$ cat config.mk
export PLATFORM = sky130hd
export DESIGN_NAME = accessory_packet_framer_core_flat
export DESIGN_NICKNAME = d
export VERILOG_FILES = /design/src/rtl/core/afr_pkg.sv /design/src/rtl/core/afr_stream_if.sv /design/src/rtl/core/afr_framer.sv /design/src/rtl/core/afr_serializer.sv /design/src/rtl/core/accessory_packet_framer_core.sv /design/src/flat_wrapper.sv
export SDC_FILE = /design/constraint.sdc
export NUM_CORES = 1
export LEC_CHECK = 0
export ABC_AREA = 1
export BUFFER_PORTS_ARGS = -buffer_cell sky130_fd_sc_hd__buf_4
export CAP_MARGIN = 20
export CORE_MARGIN = 5
export CORE_UTILIZATION = 56
export CTS_BUF_LIST = sky130_fd_sc_hd__clkbuf_8
export DETAILED_ROUTE_END_ITERATION = 12
export PLACE_DENSITY = 0.76
export SLEW_MARGIN = 20
export SYNTH_ARGS = -nofsm -noshare
export SYNTH_HDL_FRONTEND = slang
export SYNTH_SLANG_ARGS = --single-unit
$ cat constraint.sdc
create_clock -name clk -period 2.85 [get_ports clk]
set_input_delay 0 -clock clk [delete_from_list [all_inputs] [get_ports clk]]
set_output_delay 0 -clock clk [all_outputs]
set_load 0.01 [all_outputs]
$ cat src/rtl/core/afr_pkg.sv
// package for the accessory packet framer
// payload types, register indexes, constants and the checksum function
`timescale 1ns / 1ps

package afr_pkg;

  localparam int unsigned MaxPayload  = 251;
  localparam int unsigned LenOverhead = 4;
  localparam int unsigned BurstMax    = 8;

  typedef enum logic [1:0] {
    REG_SYNC  = 2'd0,
    REG_START = 2'd1,
    REG_LINGO = 2'd2,
    REG_NONE  = 2'd3
  } reg_idx_t;

  typedef enum logic {
    REQ_HEADER = 1'b0,
    REQ_DATA   = 1'b1
  } req_type_t;

  typedef struct packed {
    logic        req_type;
    logic [7:0]  command_id;
    logic [15:0] trans_id;
    logic [7:0]  data_len;
    logic [7:0]  payload_byte;
  } item_t;

  typedef struct packed {
    logic [7:0] out_byte;
    logic       frame_end;
  } result_t;

  typedef struct packed {
    logic [7:0] sync_value;
    logic [7:0] start_value;
    logic [7:0] lingo_value;
  } cfg_t;

  // bytes produced by one input transaction, element 0 goes out first
  typedef struct packed {
    logic [BurstMax-1:0][7:0] bytes;
    logic [3:0]               count;
    logic                     end_last;
  } burst_t;

  function automatic logic [7:0] checksum_of(input logic [7:0] s);
    return (s ^ 8'hFF) + 8'h01;
  endfunction

endpackage

$ cat src/rtl/core/afr_stream_if.sv
// valid/ready channel carrying one payload struct
// depends on nothing, payload type comes in as a parameter
`timescale 1ns / 1ps

interface afr_stream_if #(
  parameter type payload_t = logic
);
  logic     valid;
  logic     ready;
  payload_t data;

  modport source (output valid, output data, input ready);
  modport sink   (input valid, input data, output ready);
endinterface

$ cat src/rtl/core/afr_framer.sv
// configuration registers, packet state and byte burst builder
// depends on afr_pkg
`timescale 1ns / 1ps

module afr_framer import afr_pkg::*; (
  input  logic       clk,
  input  logic       rst,
  input  logic       cfg_we,
  input  logic [1:0] cfg_idx,
  input  logic [7:0] cfg_data,
  input  logic       accept,
  input  item_t      item,
  output burst_t     burst
);

  cfg_t       cfg;
  logic [7:0] sum_acc;
  logic [7:0] bytes_left;
  logic       in_packet;

  logic [7:0] sum_acc_next;
  logic [7:0] bytes_left_next;
  logic       in_packet_next;

  logic [7:0] len;
  logic [7:0] lbyte;
  logic [7:0] hsum;
  logic [7:0] dsum;

  always_ff @(posedge clk) begin
    if (rst) begin
      cfg.sync_value  <= 8'd255;
      cfg.start_value <= 8'd85;
      cfg.lingo_value <= 8'd0;
    end else if (cfg_we) begin
      case (reg_idx_t'(cfg_idx))
        REG_SYNC:  cfg.sync_value  <= cfg_data;
        REG_START: cfg.start_value <= cfg_data;
        REG_LINGO: cfg.lingo_value <= cfg_data;
        default: ;
      endcase
    end
  end

  always_comb begin
    len   = (item.data_len > 8'(MaxPayload)) ? 8'(MaxPayload) : item.data_len;
    lbyte = len + 8'(LenOverhead);
    hsum  = lbyte + cfg.lingo_value + item.command_id
          + item.trans_id[15:8] + item.trans_id[7:0];
    dsum  = sum_acc + item.payload_byte;

    burst           = '0;
    sum_acc_next    = sum_acc;
    bytes_left_next = bytes_left;
    in_packet_next  = in_packet;

    if (item.req_type == REQ_HEADER) begin
      burst.bytes[0] = cfg.sync_value;
      burst.bytes[1] = cfg.start_value;
      burst.bytes[2] = lbyte;
      burst.bytes[3] = cfg.lingo_value;
      burst.bytes[4] = item.command_id;
      burst.bytes[5] = item.trans_id[15:8];
      burst.bytes[6] = item.trans_id[7:0];
      burst.bytes[7] = checksum_of(hsum);
      burst.end_last = (len == 8'd0);
      burst.count    = (len == 8'd0) ? 4'd8 : 4'd7;
      sum_acc_next    = hsum;
      bytes_left_next = len;
      in_packet_next  = (len != 8'd0);
    end else if (in_packet) begin
      // last expected byte closes the packet with its checksum
      burst.bytes[0]  = item.payload_byte;
      burst.bytes[1]  = checksum_of(dsum);
      burst.end_last  = (bytes_left <= 8'd1);
      burst.count     = (bytes_left <= 8'd1) ? 4'd2 : 4'd1;
      sum_acc_next    = dsum;
      bytes_left_next = (bytes_left != 8'd0) ? bytes_left - 8'd1 : 8'd0;
      in_packet_next  = (bytes_left > 8'd1);
    end
    // stray payload leaves count at zero and is dropped
  end

  always_ff @(posedge clk) begin
    if (rst) begin
      sum_acc    <= '0;
      bytes_left <= '0;
      in_packet  <= 1'b0;
    end else if (accept) begin
      sum_acc    <= sum_acc_next;
      bytes_left <= bytes_left_next;
      in_packet  <= in_packet_next;
    end
  end

endmodule

$ cat src/rtl/core/afr_serializer.sv
// burst register that hands out one byte per output transaction
// depends on afr_pkg
`timescale 1ns / 1ps

module afr_serializer import afr_pkg::*; (
  input  logic    clk,
  input  logic    rst,
  input  logic    load,
  input  burst_t  burst,
  output logic    can_load,
  output logic    out_valid,
  input  logic    out_ready,
  output result_t out_data
);

  burst_t     held;
  logic [2:0] idx;
  logic [3:0] rem;

  // take a new burst when empty or when the last byte leaves this cycle
  assign can_load  = (rem == 4'd0) || (rem == 4'd1 && out_ready);
  assign out_valid = (rem != 4'd0);
  assign out_data.out_byte  = held.bytes[idx];
  assign out_data.frame_end = (rem == 4'd1) && held.end_last;

  always_ff @(posedge clk) begin
    if (load) begin
      held <= burst;
    end
  end

  always_ff @(posedge clk) begin
    if (rst) begin
      idx <= '0;
      rem <= '0;
    end else if (load) begin
      idx <= '0;
      rem <= burst.count;
    end else if (out_valid && out_ready) begin
      idx <= idx + 3'd1;
      rem <= rem - 4'd1;
    end
  end

endmodule

$ cat src/rtl/core/accessory_packet_framer_core.sv
// latency: first byte of a transaction appears the cycle after it is accepted
// throughput: a transaction is taken as the last byte of the one before leaves;
//   a payload byte passes every cycle while the output is ready, a header or
//   closing byte holds the input until its burst is out (burst register, byte counter)
// reset: synchronous, clears packet state, burst counter and loads register defaults
// top level of the packet framer, depends on afr_pkg, afr_stream_if,
// afr_framer and afr_serializer
`timescale 1ns / 1ps

module accessory_packet_framer_core import afr_pkg::*; (
  input  logic       clk,
  input  logic       rst,
  afr_stream_if.sink   item,
  afr_stream_if.source result,
  input  logic       cfg_we,
  input  logic [1:0] cfg_idx,
  input  logic [7:0] cfg_data
);

  burst_t  burst;
  logic    can_load;
  logic    accept;
  result_t res;

  assign item.ready = can_load;
  assign accept     = item.valid && can_load;

  afr_framer u_framer (
    .clk      (clk),
    .rst      (rst),
    .cfg_we   (cfg_we),
    .cfg_idx  (cfg_idx),
    .cfg_data (cfg_data),
    .accept   (accept),
    .item     (item.data),
    .burst    (burst)
  );

  afr_serializer u_ser (
    .clk       (clk),
    .rst       (rst),
    .load      (accept),
    .burst     (burst),
    .can_load  (can_load),
    .out_valid (result.valid),
    .out_ready (result.ready),
    .out_data  (res)
  );

  assign result.data = res;

endmodule

$ cat src/flat_wrapper.sv
// flat-port wrapper written by rule: the top's interface ports become plain ports
module accessory_packet_framer_core_flat import afr_pkg::*;
  (clk, rst, cfg_we, cfg_idx, cfg_data, item_valid, item_data, item_ready, result_valid, result_data, result_ready);
  afr_stream_if #(.payload_t(item_t)) item_i ();
  afr_stream_if #(.payload_t(result_t)) result_i ();
  input  logic clk;
  input  logic rst;
  input  logic cfg_we;
  input  logic [1:0] cfg_idx;
  input  logic [7:0] cfg_data;
  input wire logic [$bits(item_i.valid)-1:0] item_valid;
  input wire logic [$bits(item_i.data)-1:0] item_data;
  output wire logic [$bits(item_i.ready)-1:0] item_ready;
  output wire logic [$bits(result_i.valid)-1:0] result_valid;
  output wire logic [$bits(result_i.data)-1:0] result_data;
  input wire logic [$bits(result_i.ready)-1:0] result_ready;
  assign item_i.valid = item_valid;
  assign item_i.data = item_data;
  assign item_ready = item_i.ready;
  assign result_valid = result_i.valid;
  assign result_data = result_i.data;
  assign result_i.ready = result_ready;
  accessory_packet_framer_core u_core (.clk(clk), .rst(rst), .item(item_i), .result(result_i), .cfg_we(cfg_we), .cfg_idx(cfg_idx), .cfg_data(cfg_data));
endmodule
-- Word level (Yosys, flattened, before mapping)
Index checks and enable logic that the tools add are counted.
Widths: inputs -> output; s select.
- register bits after elaboration: 113
- input port bits: 56
- output and inout port bits: 11
- logic and storage cells: 71
- add/subtract/negate cells: 11
- magnitude comparators: 4
- eq/ne operators: 4
- multiplexer cells: 16
- bitwise gates (word level): 2
- reduce and logical (&&, ||, !) cells: 17
- operators by type and width (operator ; number):
    $mux 8 ; 7
    $mux 21 ; 2
    $add 8x8->8 ; 5
    $bmux 8 s3 ; 1
    $add 8x1->8 const B ; 2
    $not 8->8 ; 2
    $reduce_bool 8->1 ; 2
    $mux 4 ; 3
    $add 8x3->8 const B ; 1
    $gt 8x1->1 const B ; 1
    $gt 8x8->1 const B ; 1
    $le 8x1->1 const B ; 1
    $logic_not 8->1 ; 1
    $reduce_and 2->1 ; 4
    $sub 8x1->8 const B ; 1
    $eq 4x1->1 const B ; 1
    $logic_and 1x1->1 ; 4
    $logic_not 4->1 ; 1
    $lt 3x4->1 const B ; 1
    $reduce_bool 4->1 ; 1
    $sub 4x1->4 const B ; 1
    $add 3x1->3 const B ; 1
    $eq 2x1->1 const B ; 1
    $eq 2x2->1 const B ; 1
    other kinds (7) ; 8

-- Longest topological paths before layout
Gate-level depths: netlist of the first run.
- depth after elaboration: 9
- gate-level depth with buffers: 23
- gate-level depth less buffers: 23

-- Modules after synthesis
From an unflattened synthesis of the first run, not the netlist that was laid out.
- cell total of the unflattened synthesis: 853
- area, all modules: 6836.6 um^2
- by module, submodules not included (module ; times used ; cells an instance ; area an instance (um^2) ; sequential area each (um^2)):
    afr_framer ; 1 ; 589 ; 3881.2 ; 820.8
    afr_serializer ; 1 ; 262 ; 2947.8 ; 2092.0
    accessory_packet_framer_core ; 1 ; 2 ; 7.5 ; 0.0

-- Least setup slack after synthesis of the first run
Ideal clock, no wire load.
- path kind: input port to flip-flop
- start point: input port item_data[19]
- end point: register u_core.u_ser.held[67] (netlist bit), data pin
- library setup time: 0.266 ns
- arrival: 2.898 ns
- data required time: 2.584 ns
- slack: -0.314 ns
- cell stages on the path: 16
- buffers on the path: 0
- cell sequence: inv_1 > fa_1 > inv_1 > fa_1 > inv_1 > fa_1 > inv_1 > ha_1 > a21oi_1 > nand2_1 > or2_1 > nand2_1 > nand2_1 > nor2_1 > xor2_1 > nor2_1
- word-level cells in the longest chain between the ends: 3
- ends and longest elaborated chain (item ; line ; RTL):
    from (decl) ; flat_wrapper.sv:12 ; input wire logic [$bits(item_i.data)-1:0] item_data;
    $add 8x8->8 ; afr_framer.sv:49 ; + item.trans_id[15:8] + item.trans_id[7:0];
    $not 8->8 (no source line) ; -- ;
    $add 8x1->8 ; afr_pkg.sv:50 ; return (s ^ 8'hFF) + 8'h01;
    to (signal assigned) ; afr_serializer.sv:28 ; held <= burst;
    to (decl) ; afr_serializer.sv:16 ; burst_t held;
Every way passes these cells.
A chain may end at the register's enable or synchronous reset.

-- Final worst setup path of the first run
- start point: register u_core.u_framer.cfg[1] (netlist bit)
- end point: register u_core.u_ser.held[64] (netlist bit), data pin
- word-level cells in the longest chain between the ends: 6
- ends and longest elaborated chain (item ; line ; RTL):
    from (decl) ; afr_framer.sv:16 ; cfg_t cfg;
    $add 8x8->8 (2 in series) ; afr_framer.sv:48 ; hsum = lbyte + cfg.lingo_value + item.command_id
    $add 8x8->8 (2 in series) ; afr_framer.sv:49 ;
    $not 8->8 (no source line) ; -- ;
    $add 8x1->8 ; afr_pkg.sv:50 ;
Every way passes these cells.

==> results of run 1 <==
[cell usage in the layout, fill, tap and decap left out, types with 4 or more instances in the layout]
cell type,n
a21oi_1,33
a21oi_4,4
a22o_1,9
a31oi_1,17
buf_4,106
buf_6,4
bufinv_16,4
clkbuf_8,18
dfxtp_1,45
dlygate4sd3_1,54
edfxtp_1,65
fa_1,19
ha_1,18
ha_4,4
inv_1,108
inv_2,17
inv_6,5
nand2_1,108
nand2_2,15
nand3_1,27
nand3_2,10
nand4_1,4
nor2_1,134
nor2_2,4
nor3_1,6
o21ai_0,64
o21ai_1,6
o22ai_1,10
or2_2,5
xor2_1,9
[what timing repair did]
action | in CTS | in global routing
pin swaps | 27 | 15
hold buffers | 54 | 0
resized for setup | 34 | 18
hold endpoints to repair | 69 | 0
endpoints found under the setup margin | 8 | 10
setup buffers | 4 | 4
[critical path, cell delays in order, from the launching register on]
cell and delay [ns]:
dfxtp_2 0.32, inv_2 0.04, fa_1 0.57, fa_1 0.44
inv_2 0.08, ha_4 0.13, inv_2 0.03, fa_2 0.34
buf_4 0.16, xnor2_4 0.25, buf_6 0.14, buf_4 0.10
o21ai_0 0.07, a21oi_1 0.29
[layer usage]
metal | vias up | global-route usage, % | part of all wire [%]
met5 | - | 0 | 0
met4 | 0 | 13.6 | 4.1
met3 | 68 | 5.98 | 7.2
met2 | 290 | 45.5 | 48
met1 | 3037 | 36.7 | 40
li1 | 2976 | - | -
[flip-flops by register name, indices dropped and copies added (netlist names)]
register	cells
u_core.u_framer.cfg	24
u_core.u_framer.in_packet	1
u_core.u_framer.bytes_left	8
u_core.u_framer.sum_acc	8
u_core.u_ser.rem	4
u_core.u_ser.held	65
u_core.u_ser.idx	3
[synthesized netlist by cell type (all sizes together)]
| library cell | n |
|---|---|
| ha | 22 |
| nor3 | 9 |
| buf | 7 |
| and2 | 1 |
| o21ai | 72 |
| inv | 127 |
| a22o | 9 |
| xor2 | 13 |
| nor4 | 1 |
| dfxtp | 48 |
| nor2 | 140 |
| o21a | 1 |
| a21oi | 40 |
| clkinv | 3 |
| xnor2 | 4 |
| fa | 21 |
| nand2 | 124 |
| edfxtp | 65 |
| nand2b | 1 |
| o21bai | 2 |
| nand3 | 40 |
| nor3b | 1 |
| nand4 | 4 |
| or2 | 7 |
| a211oi | 2 |
| nand3b | 1 |
| clkbuf | 21 |
| a31oi | 17 |
| o22ai | 10 |
| a22oi | 1 |
| a21o | 1 |
| o31ai | 3 |
[layout make-up]
cell class	instances	area (um^2)
flip-flops and latches	113	2920
well taps	147	184
clock inverters	14	203
repair buffers	165	1400
clock buffers	18	248
multi-input cells	547	3430
inverters	130	505
fillers	856	3020
[cell families after synthesis]
family          synth area share (%)
flops                           43.1
buf+inv                         9.28
fa+ha+maj                       10.3
compound gates                  13.7
xor+xnor                        2.71
simple gates                    20.9
[power by group through the flow]
| stage | sequential, uW | combinational (uW) | clock (uW) |
|---|---|---|---|
| 2_1_floorplan | 2380 | 2140 | 0 |
| 3_3_place_gp | 2410 | 3160 | 0 |
| 3_5_place_dp | 2420 | 3280 | 0 |
| 4_1_cts | 2390 | 3570 | 1740 |
| 5_1_grt | 2430 | 4150 | 1820 |
| 6_report | 2400 | 3820 | 1730 |
[how the worst max path moves through the flow]
| stage | to | cells past startpoint | from |
|---|---|---|---|
| 2_1_floorplan | u_core.u_ser.held[67]$_SDFFCE_PP0P_ | 14 | item_data[33] |
| 3_3_place_gp | u_core.u_ser.held[67]$_SDFFCE_PP0P_ | 15 | item_data[33] |
| 3_5_place_dp | u_core.u_ser.held[67]$_SDFFCE_PP0P_ | 15 | item_data[33] |
| 4_1_cts | u_core.u_ser.held[67]$_SDFFCE_PP0P_ | 13 | u_core.u_framer.cfg[1]$_SDFFE_PP0P_ |
| 5_1_grt | u_core.u_ser.held[64]$_SDFFCE_PP0P_ | 13 | u_core.u_framer.cfg[1]$_SDFFE_PP0P_ |
| 6_report | u_core.u_ser.held[64]$_SDFFCE_PP0P_ | 13 | u_core.u_framer.cfg[1]$_SDFFE_PP0P_ |
[stage by stage]
stage	hold WS (ns)	setup slack [ns]	util (%)
6_report	0.0211	-0.325	74.6
5_1_grt	0.0225	-0.407	74.6
4_1_cts	0.00550	-0.261	73.9
3_5_place_dp	0.226	-0.571	64.3
3_3_place_gp	0.223	-0.483	64.3
2_1_floorplan	0.0691	-0.190	-
==> reports/results.ini, run 1 <==
[status]
status=finished, violations left
violations=setup timing

[timing]
finClkSkew_ns=0.00970
layout_setup_ws_ns=-0.325
finalHoldViolCount=0
fmax_ghz=0.315
slew_violations=0
grt_setup_unrepaired=true
period_share_pct=111
setup_viol=8
maxSlewHeadroom_pct=50.5
setup_tns_ns=-1.43
tightestPinTransition_ns=0.741
fin_crit_ns=3.18

[worst_setup_path]
cp.required_ns=3.09
r2r_cells=13
path_class=flop to flop
reg2reg_to=u_core.u_ser.held[64]$_SDFFCE_PP0P_
end_kind=flop
rrSetupSlack_ns=-0.33
worst_ep_arrival_time_ns=3.42
timing.rr.start=u_core.u_framer.cfg[1]$_SDFFE_PP0P_
cp-start-kind=flop
cp_max_fo=3

[clocking]
cts_tree=done
cts_buffers=17
cts.path.max_buffers=2
insertion_delay_ns=0.45
htree_levels=4
cts_root_buf=clkbuf_8
cts_sinks=113
path_clk_slew_ns=0.07

[final_layout]
area_delta_synth_final_pct=31.7
layout-drive-gt1-share_pct=23.5
final_nets=1073
fin_area_um2=8890
final_cells=1134
diodes=0

[synthesis]
synth.area.top_cells=edfxtp_1, dfxtp_1, nor2_1
synth_area_per_cell_um2=8.25
synth_top_area_cell=edfxtp_1
syn_inst=818
synthDominantCellAreaShare_pct=28.9
synth_nets=917
synthDistinctLibCells=51
synthesis.area_um2=6750
synth-seq-area-share_pct=43.1
ys_ff_latch=113
yosysWarnings=0

[grt]
grt_pass1_wl_um=32100
grt-ovfl-total=0
grt_start_max_net_pins=67
antenna_found_initial=0
grt_pass1_vias=6436
grt_util_all_layers_pct=28.3

[power_and_ir_drop]
intPower_uw=4790
pwr-share-clk_pct=21.8
ir_drop_mv=0.416
power.total_uw=7940
p_leak_uw=0.00405
p_seq_share_pct=30.2
combPwrFrac_pct=48.1
switching_share_pct=39.7
power_density_nw_per_um2=893
net-switching-power_uw=3160

[floorplan]
rows=40
initial_utilization_pct=56.7
die_h_um=120
die_w_um=120
ioPinCount=67
core_area_um2=11900
dieArea_um2=14400

[min_path]
hp-start=item_data[19]
hold_path_class=input port to flop
hold_depth=4
min_to=u_core.u_ser.held[56]$_SDFFCE_PP0P_

[detailed_routing]
vias=6371
drcViolationCount=0
avgRoutedWirePerCell_um=17.2
drt-pass1-iter-count=5
via_per_inst=5.62
dr.first_iter.drc_count=710
wirelength_um=19500
drtAntennaViolNets=0

[place]
dp_hpwl_um=13100
dpl-instance-area_um2=7650
port_buffers=66
gp_congestion=0.897
place_inst=1041

[job]
cap_violations=0

No activity file was read; power rests on OpenSTA's default activity.
==> run 2: changes to the inputs <==
==> constraint.sdc (replaced) <==
create_clock -name clk -period 2.85 [get_ports clk]
set_input_delay 0.285 -clock clk [delete_from_list [all_inputs] [get_ports clk]]
set_output_delay 0.285 -clock clk [all_outputs]
set_load 0.01 [all_outputs]
==> run 2 against run 1 <==
Sequential share of layout area grew 2.2 points. Largest cell class unchanged. Sequential power barely moved. The flow still finishes with violations (setup timing). Maximum frequency decreased by 0.56%.
==> reports/results.ini, run 2 (synthesis results as in run 1) <==
[status]
status=finished, violations left
violations=setup timing

[timing]
setup_viol=9  ; +1
fin_crit_ns=3.19  ; +0.0180 ns
maxSlewHeadroom_pct=48.2  ; -2.2 points
finClkSkew_ns=0.00505  ; -0.00465 ns
finalHoldViolCount=0  ; unchanged
period_share_pct=112  ; +0.63 points
slew_violations=0  ; unchanged
fmax_ghz=0.313  ; -0.56%
layout_setup_ws_ns=-0.343  ; -0.0180 ns
tightestPinTransition_ns=0.774  ; +0.0333 ns
grt_setup_unrepaired=true

[worst_setup_path]
worst_ep_arrival_time_ns=3.41  ; about the same
cp.required_ns=3.06  ; -0.03 ns
cp.buffers_inverters=5  ; -1
rrSetupSlack_ns=-0.29  ; +0.04 ns
path_class=input port to flop
crit_chain=buf_6 -> inv_4 -> fa_1 -> fa_1 -> fa_1 -> inv_1 -> ha_2 -> inv_2 -> fa_2 -> inv_2 -> nand3_2 -> nand2_2 -> xor2_2 -> nand3_2 -> nor2_2 -> nand2_2 -> nand2_2 -> nor2_1
cp-start-kind=input port
cp_max_fo=2  ; -1
slowest_stage=fa_1
end_kind=flop
critPathMaxStageDelay_ns=0.57  ; about the same
crit_family=adder cells

[detailed_routing]
drtAntennaViolNets=0  ; unchanged
drt-pass1-iter-count=6  ; +1
avgRoutedWirePerCell_um=17.1  ; -0.95%
wirelength_um=18500  ; -5.4%
vias=6075  ; -4.6%
drcViolationCount=0  ; unchanged
via_per_inst=5.61  ; -0.16%
dr.first_iter.drc_count=559  ; -21%

[clocking]
hold_buffers=0  ; -100%
htree_levels=4  ; unchanged
path_clk_slew_ns=0.07  ; about the same
insertion_delay_ns=0.45  ; about the same
cts_tree=done
cts_sinks=113  ; unchanged
cts.path.max_buffers=2  ; unchanged
cts_root_buf=clkbuf_8
cts_buffers=17  ; unchanged

[place]
dp_hpwl_um=13500  ; +3.3%
port_buffers=66  ; unchanged
gp_congestion=0.895  ; -0.21%
dpl_worst_slack_ns=-0.815  ; -0.244 ns
dpl-instance-area_um2=7710  ; +0.75%

[power_and_ir_drop]
power_density_nw_per_um2=907  ; +1.6%
p_leak_uw=0.00384  ; -5.1%
intPower_uw=4510  ; -5.7%
switching_share_pct=40.1  ; +0.40 points
ir_drop_mv=0.448  ; +7.8%
net-switching-power_uw=3030  ; -4.1%
power.total_uw=7540  ; -5.1%
p_seq_share_pct=31.8  ; +1.6 points
pwr-share-clk_pct=19.5  ; -2.3 points
combPwrFrac_pct=48.6  ; +0.5 points

[final_layout]
diodes=0  ; unchanged
regMostFlops=u_core.u_ser.held
reg.largest.list=u_core.u_ser.held x65, u_core.u_framer.cfg x24
final_nets=1022  ; -4.8%
largest_register_ffs=65  ; unchanged
layout-drive-gt1-share_pct=25.2  ; +1.7 points
layout.cells.most_common=nor2_1
area_delta_synth_final_pct=23.1
fin_area_um2=8310  ; -6.5%
final_cell_mix=nor2_1, inv_1, nand2_1

[floorplan]
rows=40  ; unchanged
core_area_um2=11900  ; unchanged
initial_utilization_pct=56.7  ; unchanged
dieArea_um2=14400  ; unchanged
die_w_um=120  ; unchanged
ioPinCount=67  ; unchanged
die_h_um=120  ; unchanged

[grt]
grt_util_all_layers_pct=26.1  ; -2.2 points
antenna_found_initial=0  ; unchanged
grt-ovfl-total=0  ; unchanged
grt_pass1_wl_um=29500  ; -8.1%
grt_pass1_vias=5986  ; -7.0%
grt_start_max_net_pins=38  ; -43%

[job]
cap_violations=0  ; unchanged

[min_path]
hold_path_class=input port to flop

## run 2: changes by cell type in the layout (fill, tap and decap cells not counted), moves of 2 or more
cell,previous run,this run
bufinv_16,4,2
a21oi_2,3,5
clkinv_4,3,0
inv_1,108,110
buf_6,4,6
inv_6,5,0
dfxtp_1,45,48
inv_2,17,14
buf_8,0,2
clkinv_2,3,10
dfxtp_2,3,0
inv_4,0,2
dlygate4sd3_1,54,0
## run 2: path summary, 6_finish.rpt
check | from | end | depth (start not counted)
max | item_data[25] | u_core.u_ser.held[68]$_SDFFCE_PP0P_ | 18
min | rst | u_core.u_framer.sum_acc[7]$_SDFFE_PP0P_ | 2
max reg2reg | u_core.u_framer.cfg[1]$_SDFFE_PP0P_ | u_core.u_ser.held[68]$_SDFFCE_PP0P_ | 16
min reg2reg | u_core.u_framer.cfg[20]$_SDFFE_PP1P_ | u_core.u_framer.cfg[20]$_SDFFE_PP1P_ | 2
## run 2: per-stage QoR
stage	util, %	TNS (ns)	std cells	hold WS (ns)
final	69.8	-1.80	1083	0.0465
after global routing	69.8	-2.55	1083	0.0182
after CTS	68.3	-1.89	1081	0.0319
after detailed placement	64.7	-7.63	1047	0.446
after global placement	64.7	-6.86	1047	0.441
after floorplan	-	-2.35	818	0.354
## run 2: per-layer routing
layer | vias to the layer above | track usage [%] | routed length [um]
li1 | 2873 | - | -
met1 | 2872 | 34.2 | 7770
met2 | 297 | 41.7 | 8710
met3 | 33 | 7.16 | 1540
met4 | 0 | 9.66 | 441
met5 | - | 0 | 0
## run 2: cell type report
class,count,area [um^2]
repair buffers,114,893
multi-input cells,547,3430
clock buffers,19,262
flip-flops and latches,113,2910
inverters,130,510
clock inverters,13,119
fillers,920,3600
well taps,147,184
## run 2: power by group through the flow
| stage | combinational (uW) | clock, uW | sequential (uW) |
|---|---|---|---|
| 2_1_floorplan | 2180 | 0 | 2380 |
| 3_3_place_gp | 3210 | 0 | 2410 |
| 3_5_place_dp | 3310 | 0 | 2430 |
| 4_1_cts | 3360 | 1480 | 2400 |
| 5_1_grt | 4000 | 1570 | 2430 |
| 6_report | 3670 | 1470 | 2400 |
## run 2: repair_timing
| item | CTS | global route |
|---|---|---|
| setup endpoints to repair | 10 | 11 |
| setup buffers | 2 | 3 |
| pin swaps | 10 | 21 |
| resized for setup | 9 | 47 |
| cloned | 0 | 0 |
==> run 3: changes to the inputs <==
--- a/config.mk
+++ b/config.mk
@@ -5,7 +5,6 @@
 export SDC_FILE = /design/constraint.sdc
 export NUM_CORES = 1
 export LEC_CHECK = 0
-export ABC_AREA = 1
 export BUFFER_PORTS_ARGS = -buffer_cell sky130_fd_sc_hd__buf_4
 export CAP_MARGIN = 20
 export CORE_MARGIN = 5
==> run 3 against run 2 <==
The flow still finishes with violations (setup timing). Clock skew grew 0.0055 ns. Core utilization increased by 3.1 points. Total power rose by 2.9%. Die area shrank 1.3%. Synthesized cell count is 22% lower.
==> reports/results.ini, run 3 <==
[timing]
setup_viol=11  ; +2
tightestPinTransition_ns=1.05  ; +0.278 ns
fmax_ghz=0.301  ; -4.0%
slew_violations=0  ; unchanged
layout_setup_ws_ns=-0.475  ; -0.132 ns
maxSlewHeadroom_pct=29.6  ; -19 points
hold_slack_ns=0.0940  ; +0.0475 ns
finalHoldViolCount=0  ; unchanged
finClkSkew_ns=0.0105  ; +0.00548 ns
period_share_pct=117  ; +4.6 points
fin_crit_ns=3.33  ; +0.132 ns
grt_setup_unrepaired=true

[grt]
grt_pass1_vias=5427  ; -9.3%
antenna_found_initial=0  ; unchanged
grt_start_max_net_pins=77  ; +100%
grt_pass1_wl_um=28600  ; -3.1%
grt_util_all_layers_pct=25.8  ; -0.30 points
grt-ovfl-total=0  ; unchanged

[final_layout]
layout.cells.most_common=buf_4
reg.largest.list=u_core.u_ser.held x65, u_core.u_framer.cfg x24
final_cell_mix=buf_4, nor2_1, edfxtp_1
regMostFlops=u_core.u_ser.held
largest_register_ffs=65  ; unchanged
diodes=0  ; unchanged
post-route-util_pct=72.8  ; +3.1 points
final_nets=862  ; -16%
layout-drive-gt1-share_pct=32.3  ; +7.1 points
area_delta_synth_final_pct=26.1

[worst_setup_path]
end_kind=flop
cp.required_ns=3.02  ; -0.04 ns
path_class=input port to flop
cp-start-kind=input port
timing.rr.start=u_core.u_framer.cfg[1]$_SDFFE_PP0P_
rrSetupSlack_ns=-0.40  ; -0.11 ns
worst_ep_arrival_time_ns=3.49  ; +0.08 ns
cp_max_fo=3  ; +1
reg2reg_to=u_core.u_ser.held[68]$_SDFFCE_PP0P_
r2r_cells=13  ; -3

[floorplan]
initial_utilization_pct=57.8  ; +1.1 points
ioPinCount=67  ; unchanged
rows=39  ; -2.5%
dieArea_um2=14200  ; -1.3%
core_area_um2=11500  ; -3.3%
die_h_um=119  ; -0.67%
die_w_um=119  ; -0.67%

[clocking]
cts_root_buf=clkbuf_8
hold_buffers=0  ; unchanged
cts.path.max_buffers=2  ; unchanged
cts_sinks=113  ; unchanged
htree_levels=4  ; unchanged
path_clk_slew_ns=0.07  ; about the same
cts_tree=done
insertion_delay_ns=0.44  ; about the same
cts_buffers=17  ; unchanged

[synthesis]
synth.area.top_cells=edfxtp_1, dfxtp_1, fa_1
synth_nets=739  ; -19%
synth_ff_type=edfxtp_1
synthesis.area_um2=6650  ; -1.5%
synthDominantCellAreaShare_pct=29.3  ; +0.43 points
synthDistinctLibCells=67  ; +31%
ys_ff_latch=113  ; unchanged
async_flop_share_pct=0  ; unchanged
syn_inst=640  ; -22%
yosysWarnings=0  ; unchanged
ys_top_cells_by_count=nor2_1, inv_1, edfxtp_1
synth_enable_flop_cells=65  ; unchanged
synth-seq-area-share_pct=43.8  ; +0.64 points
synth.most_common_cell=nor2_1
synth_area_per_cell_um2=10.4  ; +26%
synth_top_area_cell=edfxtp_1

[power_and_ir_drop]
ir_drop_mv=0.541  ; +21%
power_density_nw_per_um2=925  ; +2.0%
p_leak_uw=0.00352  ; -8.5%

[detailed_routing]
drcViolationCount=0  ; unchanged
drt-pass1-iter-count=5  ; -1
wirelength_um=17800  ; -3.7%
drtAntennaViolNets=0  ; unchanged
wl_met1_um=7070  ; -9.0%
wl_met2_um=9210  ; +5.7%
avgRoutedWirePerCell_um=19.3  ; +13%
vias=5376  ; -12%
met3WireLength_um=1100  ; -28%
via_per_inst=5.85  ; +4.3%
top_layer=met4
dr.first_iter.drc_count=465  ; -17%

[status]
violations=setup timing
status=finished, violations left

[min_path]
min_to=u_core.u_framer.cfg[18]$_SDFFE_PP1P_
hp-start=cfg_data[2]
hold_path_class=input port to flop
hold_depth=3  ; +1

[place]
gp_congestion=0.966  ; +8.0%
dp_hpwl_um=13100  ; -3.3%
port_buffers=66  ; unchanged

[job]
cap_violations=0  ; unchanged

-- run 3: changes by cell type after synthesis, sizes merged, moves of 11 or more --
cell	change
a31oi	-15
xnor2	+11
mux2i	+23
inv	-57
a21oi	-18
nand2	-81
o21ai	-43
nand3	-33
nor2	-63
nor2b	+18
mux4	+16
-- run 3: how the worst max path moves through the flow --
stage | start | endpoint | depth (start not counted)
CTS | item_data[33] | u_core.u_ser.held[68]$_SDFFCE_PP0P_ | 15
detailed placement | item_data[33] | u_core.u_ser.held[68]$_SDFFCE_PP0P_ | 15
global placement | item_data[34] | u_core.u_ser.held[68]$_SDFFCE_PP0P_ | 15
finish | item_data[34] | u_core.u_ser.held[68]$_SDFFCE_PP0P_ | 15
global route | item_data[33] | u_core.u_ser.held[67]$_SDFFCE_PP0P_ | 16
floorplan | item_data[33] | u_core.u_ser.held[68]$_SDFFCE_PP0P_ | 14
-- run 3: repair_timing --
item,4_1_cts,5_1_grt
buffers inserted,2,2
pin swaps,17,14
endpoints found under the hold margin,0,0
resized for setup,22,23
endpoints found under the setup margin,11,12
-- run 3: cells by family (layout without fill, tap and decap cells) --
kind of cell | after synthesis | after routing | share of synthesized area, %
AOI/OAI and AO/OA | 109 | 109 | 11.2
adders and majority gates | 43 | 43 | 10.5
xor gates and xnor gates | 27 | 27 | 3.89
buffers and inverters | 100 | 236 | 5.83
DFF | 113 | 113 | 43.8
and+or+nand+nor | 200 | 200 | 14.4
muxes | 48 | 48 | 10.4
-- run 3: cell type report --
cell class              instances  area (um^2)
repair buffers                133         1060
clock inverters                15          146
inverters                      71          290
fillers                       807         3130
flip-flops and latches        113         2910
clock buffers                  17          234
well taps                     143          179
multi-input cells             427         3560
-- run 3: routing by layer --
layer  vias to the layer above  global-route usage [%]
met2                       194                    43.6
met4                         0                    7.97
li1                       2500                       -
met3                        32                    5.88
met5                         -                       0
met1                      2650                    33.2
-- run 3: worst max-delay path, stage by stage --
cell and delay [ns]:
buf_8 0.08, inv_8 0.03, fa_1 0.54, inv_2 0.05, fa_1 0.50, inv_2 0.05
fa_2 0.57, inv_2 0.06, ha_4 0.26, a211oi_2 0.07, o211ai_1 0.32, o2111ai_4 0.20
nor4_2 0.23, xnor2_1 0.18, nor2_1 0.06
-- run 3: power breakdown --
group	total (uW)	leakage (uW)	internal, uW	switching (uW)
clock	1450	0.000193	768	678
combinational	3860	0.00231	1830	2040
sequential	2450	0.00102	2260	190
total	7760	0.00352	4850	2900
-- run 3: through the flow --
| step | power [uW] | TNS, ns | worst slack, ns | cell area [um^2] | instances |
|---|---|---|---|---|---|
| floorplan | 4690 | -3.97 | -0.593 | 6750 | 640 |
| global placement | 5790 | -8.39 | -0.836 | 7800 | 883 |
| detailed placement | 5920 | -9.39 | -0.963 | 7800 | 883 |
| CTS | 7550 | -2.81 | -0.394 | 8290 | 917 |
| global route | 8210 | -4.06 | -0.539 | 8390 | 919 |
| finish | 7760 | -3.24 | -0.475 | 8390 | 919 |
